--- src/design/sha1md_pkg.sv ---
// Shared constants and round helpers for the SHA-1 message digest block.
// Depends on nothing; imported by sha1_message_digest.
package sha1md_pkg;

	localparam int WordW   = 32;
	localparam int NumHash = 5;
	localparam int NumSched = 16;
	localparam int NumRounds = 80;
	localparam int BlockBytes = 64;
	localparam int LenStart = 56;
	localparam int LenBytes = 8;

	localparam logic [7:0] PadByte = 8'h80;

	localparam logic [WordW-1:0] HashInit [NumHash] = '{
		32'h67452301, 32'hEFCDAB89, 32'h98BADCFE, 32'h10325476, 32'hC3D2E1F0
	};

	localparam logic [WordW-1:0] RoundK0 = 32'h5A827999;
	localparam logic [WordW-1:0] RoundK1 = 32'h6ED9EBA1;
	localparam logic [WordW-1:0] RoundK2 = 32'h8F1BBCDC;
	localparam logic [WordW-1:0] RoundK3 = 32'hCA62C1D6;

	// Boolean function of the round group, plus its additive constant
	function automatic logic [WordW-1:0] round_fk(
		input logic [6:0]       rnd,
		input logic [WordW-1:0] b,
		input logic [WordW-1:0] c,
		input logic [WordW-1:0] d
	);
		logic [WordW-1:0] f;
		logic [WordW-1:0] k;
		if (rnd < 7'd20) begin
			f = (b & c) | (~b & d);
			k = RoundK0;
		end else if (rnd < 7'd40) begin
			f = b ^ c ^ d;
			k = RoundK1;
		end else if (rnd < 7'd60) begin
			f = (b & c) | (b & d) | (c & d);
			k = RoundK2;
		end else begin
			f = b ^ c ^ d;
			k = RoundK3;
		end
		return f + k;
	endfunction

endpackage

--- src/design/sha1_message_digest.sv ---
// Streaming SHA-1 hasher: byte packing, padding sequencer, one round per cycle.
// Depends on sha1md_pkg for constants and the round function.
// Each accepted byte is packed into the block buffer; the 64th byte of a block starts a
// compression (80 rounds through the single round unit, then one chaining add).
// Finish: 9 to 72 padding bytes with one or two compressions, then
// five digest words, one per cycle when not stalled. Busy (stall high) meanwhile.
// Reset: asynchronous, restores the initial chaining words and an empty message.
module sha1_message_digest
	import sha1md_pkg::*;
(
	input  logic              clk,
	input  logic              arst_n,
	input  logic              in_valid,
	output logic              in_stall,
	input  logic              mode,
	input  logic [7:0]        message_byte,
	output logic              out_valid,
	input  logic              out_stall,
	output logic [WordW-1:0]  digest_word,
	output logic [2:0]        word_index,
	output logic              last_word
);

	typedef enum logic [2:0] {
		ST_IDLE,
		ST_PAD,
		ST_COMP,
		ST_ADD,
		ST_OUT
	} state_t;

	localparam logic [5:0] FillLast   = 6'(BlockBytes - 1);
	localparam logic [5:0] FillLen    = 6'(LenStart);
	localparam logic [6:0] RoundLast  = 7'(NumRounds - 1);
	localparam logic [3:0] LenDone    = 4'(LenBytes);
	localparam logic [2:0] IdxLast    = 3'(NumHash - 1);

	state_t            state_q;
	logic [6:0]        round_q;
	logic [5:0]        fill_q;
	logic [60:0]       count_q;
	logic [2:0]        idx_q;
	logic              fin_q;
	logic              sent80_q;
	logic [3:0]        len_cnt_q;
	logic [WordW-1:0]  h_q [NumHash];
	logic              out_valid_q;

	logic [WordW-1:0]  w_q [NumSched];
	logic [WordW-1:0]  v_q [NumHash];
	logic [63:0]       len_q;

	logic              in_acc;
	logic              put_en;
	logic [7:0]        put_byte;
	logic              use_len;
	logic [WordW-1:0]  w_next;
	logic [WordW-1:0]  t_sum;

	assign in_acc = in_valid && !in_stall;

	// Byte source: message byte when idle, padding or length byte when padding
	always_comb begin
		put_en   = 1'b0;
		put_byte = message_byte;
		use_len  = 1'b0;
		case (state_q)
			ST_IDLE: begin
				put_en = in_acc && !mode;
			end
			ST_PAD: begin
				put_en = 1'b1;
				if (!sent80_q) begin
					put_byte = PadByte;
				end else if (len_cnt_q == 4'd0 && fill_q != FillLen) begin
					put_byte = 8'h00;
				end else begin
					put_byte = len_q[63:56];
					use_len  = 1'b1;
				end
			end
			default: begin
				put_en = 1'b0;
			end
		endcase
	end

	// Round unit: message expansion and the five-operand add
	assign w_next = {w_q[13][WordW-2:0] ^ w_q[8][WordW-2:0] ^ w_q[2][WordW-2:0]
	                 ^ w_q[0][WordW-2:0],
	                 w_q[13][WordW-1] ^ w_q[8][WordW-1] ^ w_q[2][WordW-1] ^ w_q[0][WordW-1]};
	assign t_sum  = {v_q[0][26:0], v_q[0][31:27]} + v_q[4] + w_q[0]
	              + round_fk(round_q, v_q[1], v_q[2], v_q[3]);

	// Sequencer state, chaining words and registered output valid
	always_ff @(posedge clk or negedge arst_n) begin
		if (!arst_n) begin
			state_q     <= ST_IDLE;
			round_q     <= '0;
			fill_q      <= '0;
			count_q     <= '0;
			idx_q       <= '0;
			fin_q       <= 1'b0;
			sent80_q    <= 1'b0;
			len_cnt_q   <= '0;
			out_valid_q <= 1'b0;
			for (int i = 0; i < NumHash; i++) begin
				h_q[i] <= HashInit[i];
			end
		end else begin
			if (state_q == ST_IDLE && in_acc && mode) begin
				fin_q   <= 1'b1;
				state_q <= ST_PAD;
			end
			if (state_q == ST_IDLE && put_en) begin
				count_q <= count_q + 61'd1;
			end
			if (state_q == ST_PAD) begin
				sent80_q <= 1'b1;
				if (use_len) begin
					len_cnt_q <= len_cnt_q + 4'd1;
				end
			end
			// Byte placement; a full buffer starts a compression
			if (put_en) begin
				if (fill_q == FillLast) begin
					fill_q  <= '0;
					round_q <= '0;
					state_q <= ST_COMP;
				end else begin
					fill_q <= fill_q + 6'd1;
				end
			end
			case (state_q)
				ST_COMP: begin
					if (round_q == RoundLast) begin
						round_q <= '0;
						state_q <= ST_ADD;
					end else begin
						round_q <= round_q + 7'd1;
					end
				end
				ST_ADD: begin
					for (int i = 0; i < NumHash; i++) begin
						h_q[i] <= h_q[i] + v_q[i];
					end
					if (!fin_q) begin
						state_q <= ST_IDLE;
					end else if (len_cnt_q == LenDone) begin
						state_q     <= ST_OUT;
						out_valid_q <= 1'b1;
						idx_q       <= '0;
					end else begin
						state_q <= ST_PAD;
					end
				end
				ST_OUT: begin
					if (!out_stall) begin
						if (idx_q == IdxLast) begin
							for (int i = 0; i < NumHash; i++) begin
								h_q[i] <= HashInit[i];
							end
							idx_q       <= '0;
							count_q     <= '0;
							fill_q      <= '0;
							fin_q       <= 1'b0;
							sent80_q    <= 1'b0;
							len_cnt_q   <= '0;
							out_valid_q <= 1'b0;
							state_q     <= ST_IDLE;
						end else begin
							for (int i = 0; i < NumHash - 1; i++) begin
								h_q[i] <= h_q[i + 1];
							end
							h_q[NumHash - 1] <= h_q[0];
							idx_q <= idx_q + 3'd1;
						end
					end
				end
				default: begin
				end
			endcase
		end
	end

	// Block buffer (shifts bytes in, then rotates as the schedule), working words
	always_ff @(posedge clk) begin
		if (state_q == ST_IDLE && in_acc && mode) begin
			len_q <= {count_q, 3'b000};
		end else if (use_len) begin
			len_q <= {len_q[55:0], 8'h00};
		end
		if (put_en) begin
			for (int i = 0; i < NumSched - 1; i++) begin
				w_q[i] <= {w_q[i][23:0], w_q[i + 1][31:24]};
			end
			w_q[NumSched - 1] <= {w_q[NumSched - 1][23:0], put_byte};
			if (fill_q == FillLast) begin
				for (int i = 0; i < NumHash; i++) begin
					v_q[i] <= h_q[i];
				end
			end
		end else if (state_q == ST_COMP) begin
			for (int i = 0; i < NumSched - 1; i++) begin
				w_q[i] <= w_q[i + 1];
			end
			w_q[NumSched - 1] <= w_next;
			v_q[4] <= v_q[3];
			v_q[3] <= v_q[2];
			v_q[2] <= {v_q[1][1:0], v_q[1][31:2]};
			v_q[1] <= v_q[0];
			v_q[0] <= t_sum;
		end
	end

	assign in_stall    = (state_q != ST_IDLE);
	assign out_valid   = out_valid_q;
	assign digest_word = h_q[0];
	assign word_index  = idx_q;
	assign last_word   = (idx_q == IdxLast);

	// Checks on the sequencer
	a_out_busy: assert property (@(posedge clk) disable iff (!arst_n)
		out_valid |-> in_stall)
		else $error("digest output while input side is open");

	a_round_range: assert property (@(posedge clk) disable iff (!arst_n)
		(state_q == ST_COMP) |-> (round_q <= RoundLast))
		else $error("round counter past last round");

	a_last_ends: assert property (@(posedge clk) disable iff (!arst_n)
		(out_valid && !out_stall && last_word) |=> (!out_valid && !in_stall))
		else $error("digest did not end after last word");

	a_finish_busy: assert property (@(posedge clk) disable iff (!arst_n)
		(in_valid && !in_stall && mode) |=> (in_stall && !out_valid))
		else $error("finish request did not start padding");

endmodule

--- config.mk ---
export PLATFORM = sky130hd
export DESIGN_NAME = sha1_message_digest
export DESIGN_NICKNAME = d
export VERILOG_FILES = /design/src/design/sha1md_pkg.sv /design/src/design/sha1_message_digest.sv
export SDC_FILE = /design/constraint.sdc
export NUM_CORES = 2
export LEC_CHECK = 0
export BUFFER_PORTS_ARGS = -buffer_cell sky130_fd_sc_hd__buf_4
export CORE_ASPECT_RATIO = 2
export CORE_UTILIZATION = 44
export DETAILED_ROUTE_END_ITERATION = 10
export GPL_TIMING_DRIVEN = 0
export REMOVE_ABC_BUFFERS = 1
export SYNTH_ARGS = -nofsm -noshare
export SYNTH_HDL_FRONTEND = slang
export SYNTH_SLANG_ARGS = --single-unit
--- constraint.sdc ---
create_clock -name clk -period 18.7 [get_ports clk]
set_input_delay 0.935 -clock clk [delete_from_list [all_inputs] [get_ports clk]]
set_output_delay 0.935 -clock clk [all_outputs]
set_load 0.02 [all_outputs]
# After elaboration in Yosys (flattened, before gate mapping)
# Memories as Yosys holds them, arrays and structs flattened.
# Index checks and enable logic that the tools add are counted.
[totals]
input_bits = 13
reg_bits = 308
mem_count = 2
ram_bits = 672
elab_cells = 195
[mem_list]
columns = ["name", "depth", "word_bits", "read_ports", "rd_ports_with_merged_regs", "wr", "line_no", "text"]
rows = [
  ["w_q", 16, 32, 16, 0, 16, "sha1_message_digest.sv:49", "logic [WordW-1:0] w_q [NumSched];"],
  ["v_q", 5, 32, 5, 0, 5, "sha1_message_digest.sv:50", "logic [WordW-1:0] v_q [NumHash];"],
]
[op_classes]
reduce_logical = 19
n_mux = 92
n_lt_le_gt_ge = 3
n_eq_ne = 13
bitwise_logic = 37
addsub = 14
[ops]
columns = ["cell", "count"]
rows = [
  ["$mux W32", 26],
  ["$mux W160", 2],
  ["$pmux W160 S2", 1],
  ["$add A32 B32 Y32", 9],
  ["$mux W61", 4],
  ["$and A32 B32 Y32", 4],
  ["$mux W64", 2],
  ["$or A32 B32 Y32", 3],
  ["$xor A31 B31 Y31", 3],
  ["$xor A32 B32 Y32", 2],
  ["$add A61 B1 Y61 const B", 1],
  ["$mux W3", 12],
  ["$not A32 Y32", 1],
  ["$mux W31", 1],
  ["$mux W6", 5],
  ["$mux W7", 4],
  ["$mux W8", 3],
  ["$mux W1", 23],
  ["$or A1 B1 Y1", 21],
  ["$mux W4", 5],
  ["$lt A7 B6 Y1 const B", 2],
  ["$pmux W3 S3", 1],
  ["$ne A2 B2 Y1 const B", 4],
  ["$reduce_bool A2 Y1", 4],
  ["23 further kinds", 35],
]

# Logic depth before layout (Yosys ltp)
[logic_depth]
depth_word = 11
mapped_depth = 30
depth_no_buf = 27

# Least setup slack after synthesis
# OpenSTA, ideal clock, no wires.
[synth_timing]
path_type = "input -> register"
startpoint = "input in_valid"
endpoint = "memory w_q[0][0] (enable)"
path_stages = 5
slack_ns = 4.780
setup_time_ns = 3.632
path_buffers = 2
arrival_ns = 10.288
path_cell_list = "nor3b_2 > nor2_1 > clkbuf_1 > clkbuf_1 > nand2_1"
[synth_rtl]
columns = ["item", "line_no", "text"]
rows = [
  ["from (decl)", "sha1_message_digest.sv:13", "input logic in_valid,"],
  ["to (decl)", "sha1_message_digest.sv:49", ""],
]

==> metrics.txt <==
unrepaired setup endpoints after global routing no; post_cts resized 0; outcome finished, final reports clean; Via density ~5.6; Final Max Slew Viols 0; final WL 172,000 um; fin crit period 9.44 ns; Lkg Pwr ~24 nW; Hold-fix buffers, CTS 0; grt met3 use approximately 4.0%; CP Launch Type flip-flop; Die H between 500 and 600 um; peak supply drop a little over 70 uV; Final #Nets 6,265; Slew headroom roughly 20%; Post-DRT Antenna Nets 0; met1 Usage GRT approximately 27%; Worst Hold Class input port to async pin; area of the core roughly 130,000 sq um; htree depth 3; drt initial violations around 3,300; CTS Buffer Depth 3; final global-route overflow total 0; Rows about 190; Hold WS 0.128 ns; met2 usage in global routing approximately 49%; Crit Reg-Reg Startpoint round_q[5]; wire per inst between 20 and 25 um; Synthesis Warnings 0; synth unique cells 82; number of flops mapped to enable cells by yosys between 700 and 800; area delta synth->final 10.5%; Post-Syn Area per Cell 9.42 sq um; Post-synth ARST share 25.2%; port bufs 50; crit path DAT between 9 and 10 ns; crit path from round_q[5]; critical path fanouts, max 16; share of cells above drive strength 1 7.40%; Post-DP Area 59,300 sq um; drt first pass iters 6; register area share after synthesis between 50% and 60%; cts bufs inserted 94; Most Frequent Cell on Critical Path nor2_1; Die Area approximately 130,000 sq um; Final period util between 50% and 60%; CP Capture Type flip-flop; # setup viols final 0; final core occ 49.1%; GR peak layer met2; vias in the first global route 43,430; CTS tree built; CP max stage cell nor2_1; IO Count 51; post-route DRC violation count 0; number of setup buffers added after CTS 0; first-pass GRT wire length roughly 260,000 um; max-capacitance violation count 0; Worst-Margin Slew approximately 1.2 ns; Die X 255 um; pwr/cell area approximately 70 nW/um^2; Hold Violations, Final 0; Root Buffer clkbuf_16; Synth Instances 5,994; clock skew between 0.04 and 0.05 ns; Final Cell Area roughly 62,000 sq um; HPWL Detailed 124,000 um; slowest cell delay on critical path 0.68 ns; commonest non-fill, non-tap cells in the layout nand2_1, edfxtp_1, nor2_1; DR vias about 43,000; dominant synthesized flop cell edfxtp_1; clk_lat worst skew ~0.73 ns; post-synthesis instance area around 56,000 sq um; FMAX approximately 0.11 GHz; Seq cells post-synth between 900 and 1,000; initial core utilization 44.4%; commonest non-fill, non-tap cell in the layout nand2_1; largest net degree at the start of global routing around 110; total power ~4.4 mW; CP required approximately 19 ns; total track usage between 20% and 30%; Placer Congestion approximately 0.93; critical path class flip-flop to flip-flop; initial antenna violation count 4; Clock transition at path regs 0.07 ns; CTS sink cnt 980
==> path summary, 6_finish.rpt <==
kind,endpoint,slack (ns),cells after the start
setup / recovery,v_q[0][28],9.26,26
hold / removal,count_q[11],0.13,1
setup reg to reg,v_q[0][28],9.26,26
hold reg to reg,h_q[4],0.48,2
max in group asynchronous,digest_word[9],16.89,4
min in group clk,h_q[4],0.48,2
==> power by group <==
| group | total (mW) | switching (mW) | internal [mW] |
|---|---|---|---|
| combinational | 0.102 | 0.0642 | 0.0378 |
| sequential | 2.34 | 0.0132 | 2.33 |
| clock | 1.95 | 0.892 | 1.06 |
| total | 4.39 | 0.969 | 3.42 |
==> logic make-up after synthesis <==
| kind of cell | Yosys count | synth area share, % |
|---|---|---|
| multiplexers | 69 | 1.35 |
| adder cells (fa/ha/maj) | 347 | 9.29 |
| buffers and inverters | 517 | 3.69 |
| flip-flops | 980 | 50.1 |
| XOR/XNOR | 306 | 4.75 |
| AO/OA/AOI/OAI | 922 | 10.3 |
| AND/OR/NAND/NOR | 2853 | 20.6 |
==> final cells by class <==
| cell class | instances | area (sq um) |
|---|---|---|
| multi-input combinational | 4497 | 26200 |
| antenna | 3 | 7.51 |
| inverter | 212 | 806 |
| sequential | 980 | 28300 |
| fill | 11797 | 64700 |
| clock inverter | 38 | 323 |
| tap | 1683 | 2110 |
| timing repair buffer | 120 | 1920 |
| clock buffer | 137 | 2700 |
==> cell usage after synthesis, drive strengths merged, types with 45 or more instances <==
master	n	area share, %
a21o	65	0.86
a21oi	197	1.7
a31oi	75	0.83
buf	50	0.58
clkbuf	255	1.7
dfrtp	167	7.4
dfstp	80	3.7
edfxtp	733	39
fa	120	4.3
ha	227	5.0
inv	212	1.4
mux2	55	1.1
nand2	2081	14
nand3	87	0.77
nor2	377	2.5
nor2b	45	0.50
nor3	59	0.53
o21ai	288	2.6
xnor2	194	3.0
xor2	112	1.7
==> layer usage <==
layer	vias to the layer above	share of wire (%)
met4	6	8.8
met1	21057	34
met3	499	4.7
met5	-	0.023
li1	20210	-
met2	1222	52
==> stage by stage <==
step / cells / TNS [ns] / setup slack (ns)
after floorplan: 5689 / -8012.64 / -15.17
final: 7670 / 0 / 9.26
after detailed placement: 7491 / 0 / 8.66
after CTS: 7666 / 0 / 8.60
after global placement: 7422 / - / -46.72
after global routing: 7668 / 0 / 9.02
==> worst max-delay path, delay by kind of cell, from the launching register on <==
kind | cells | cell delay, ns
compound gates | 10 | 2.98
simple gates | 6 | 2.31
fa+ha+maj | 4 | 1.88
buf+inv | 5 | 1.30
flops | 1 | 0.47
xor+xnor | 1 | 0.18
==> flip-flops by register name (all words and copies together), names as in the netlist <==
register	flops
len_cnt_q	4
w_q	512
state_q	3
out_valid	1
fin_q	1
word_index	3
sent80_q	1
h_q	128
count_q	61
digest_word	32
round_q	7
v_q	160
len_q	61
fill_q	6
Note: power is estimated with default switching activity, not from simulation.
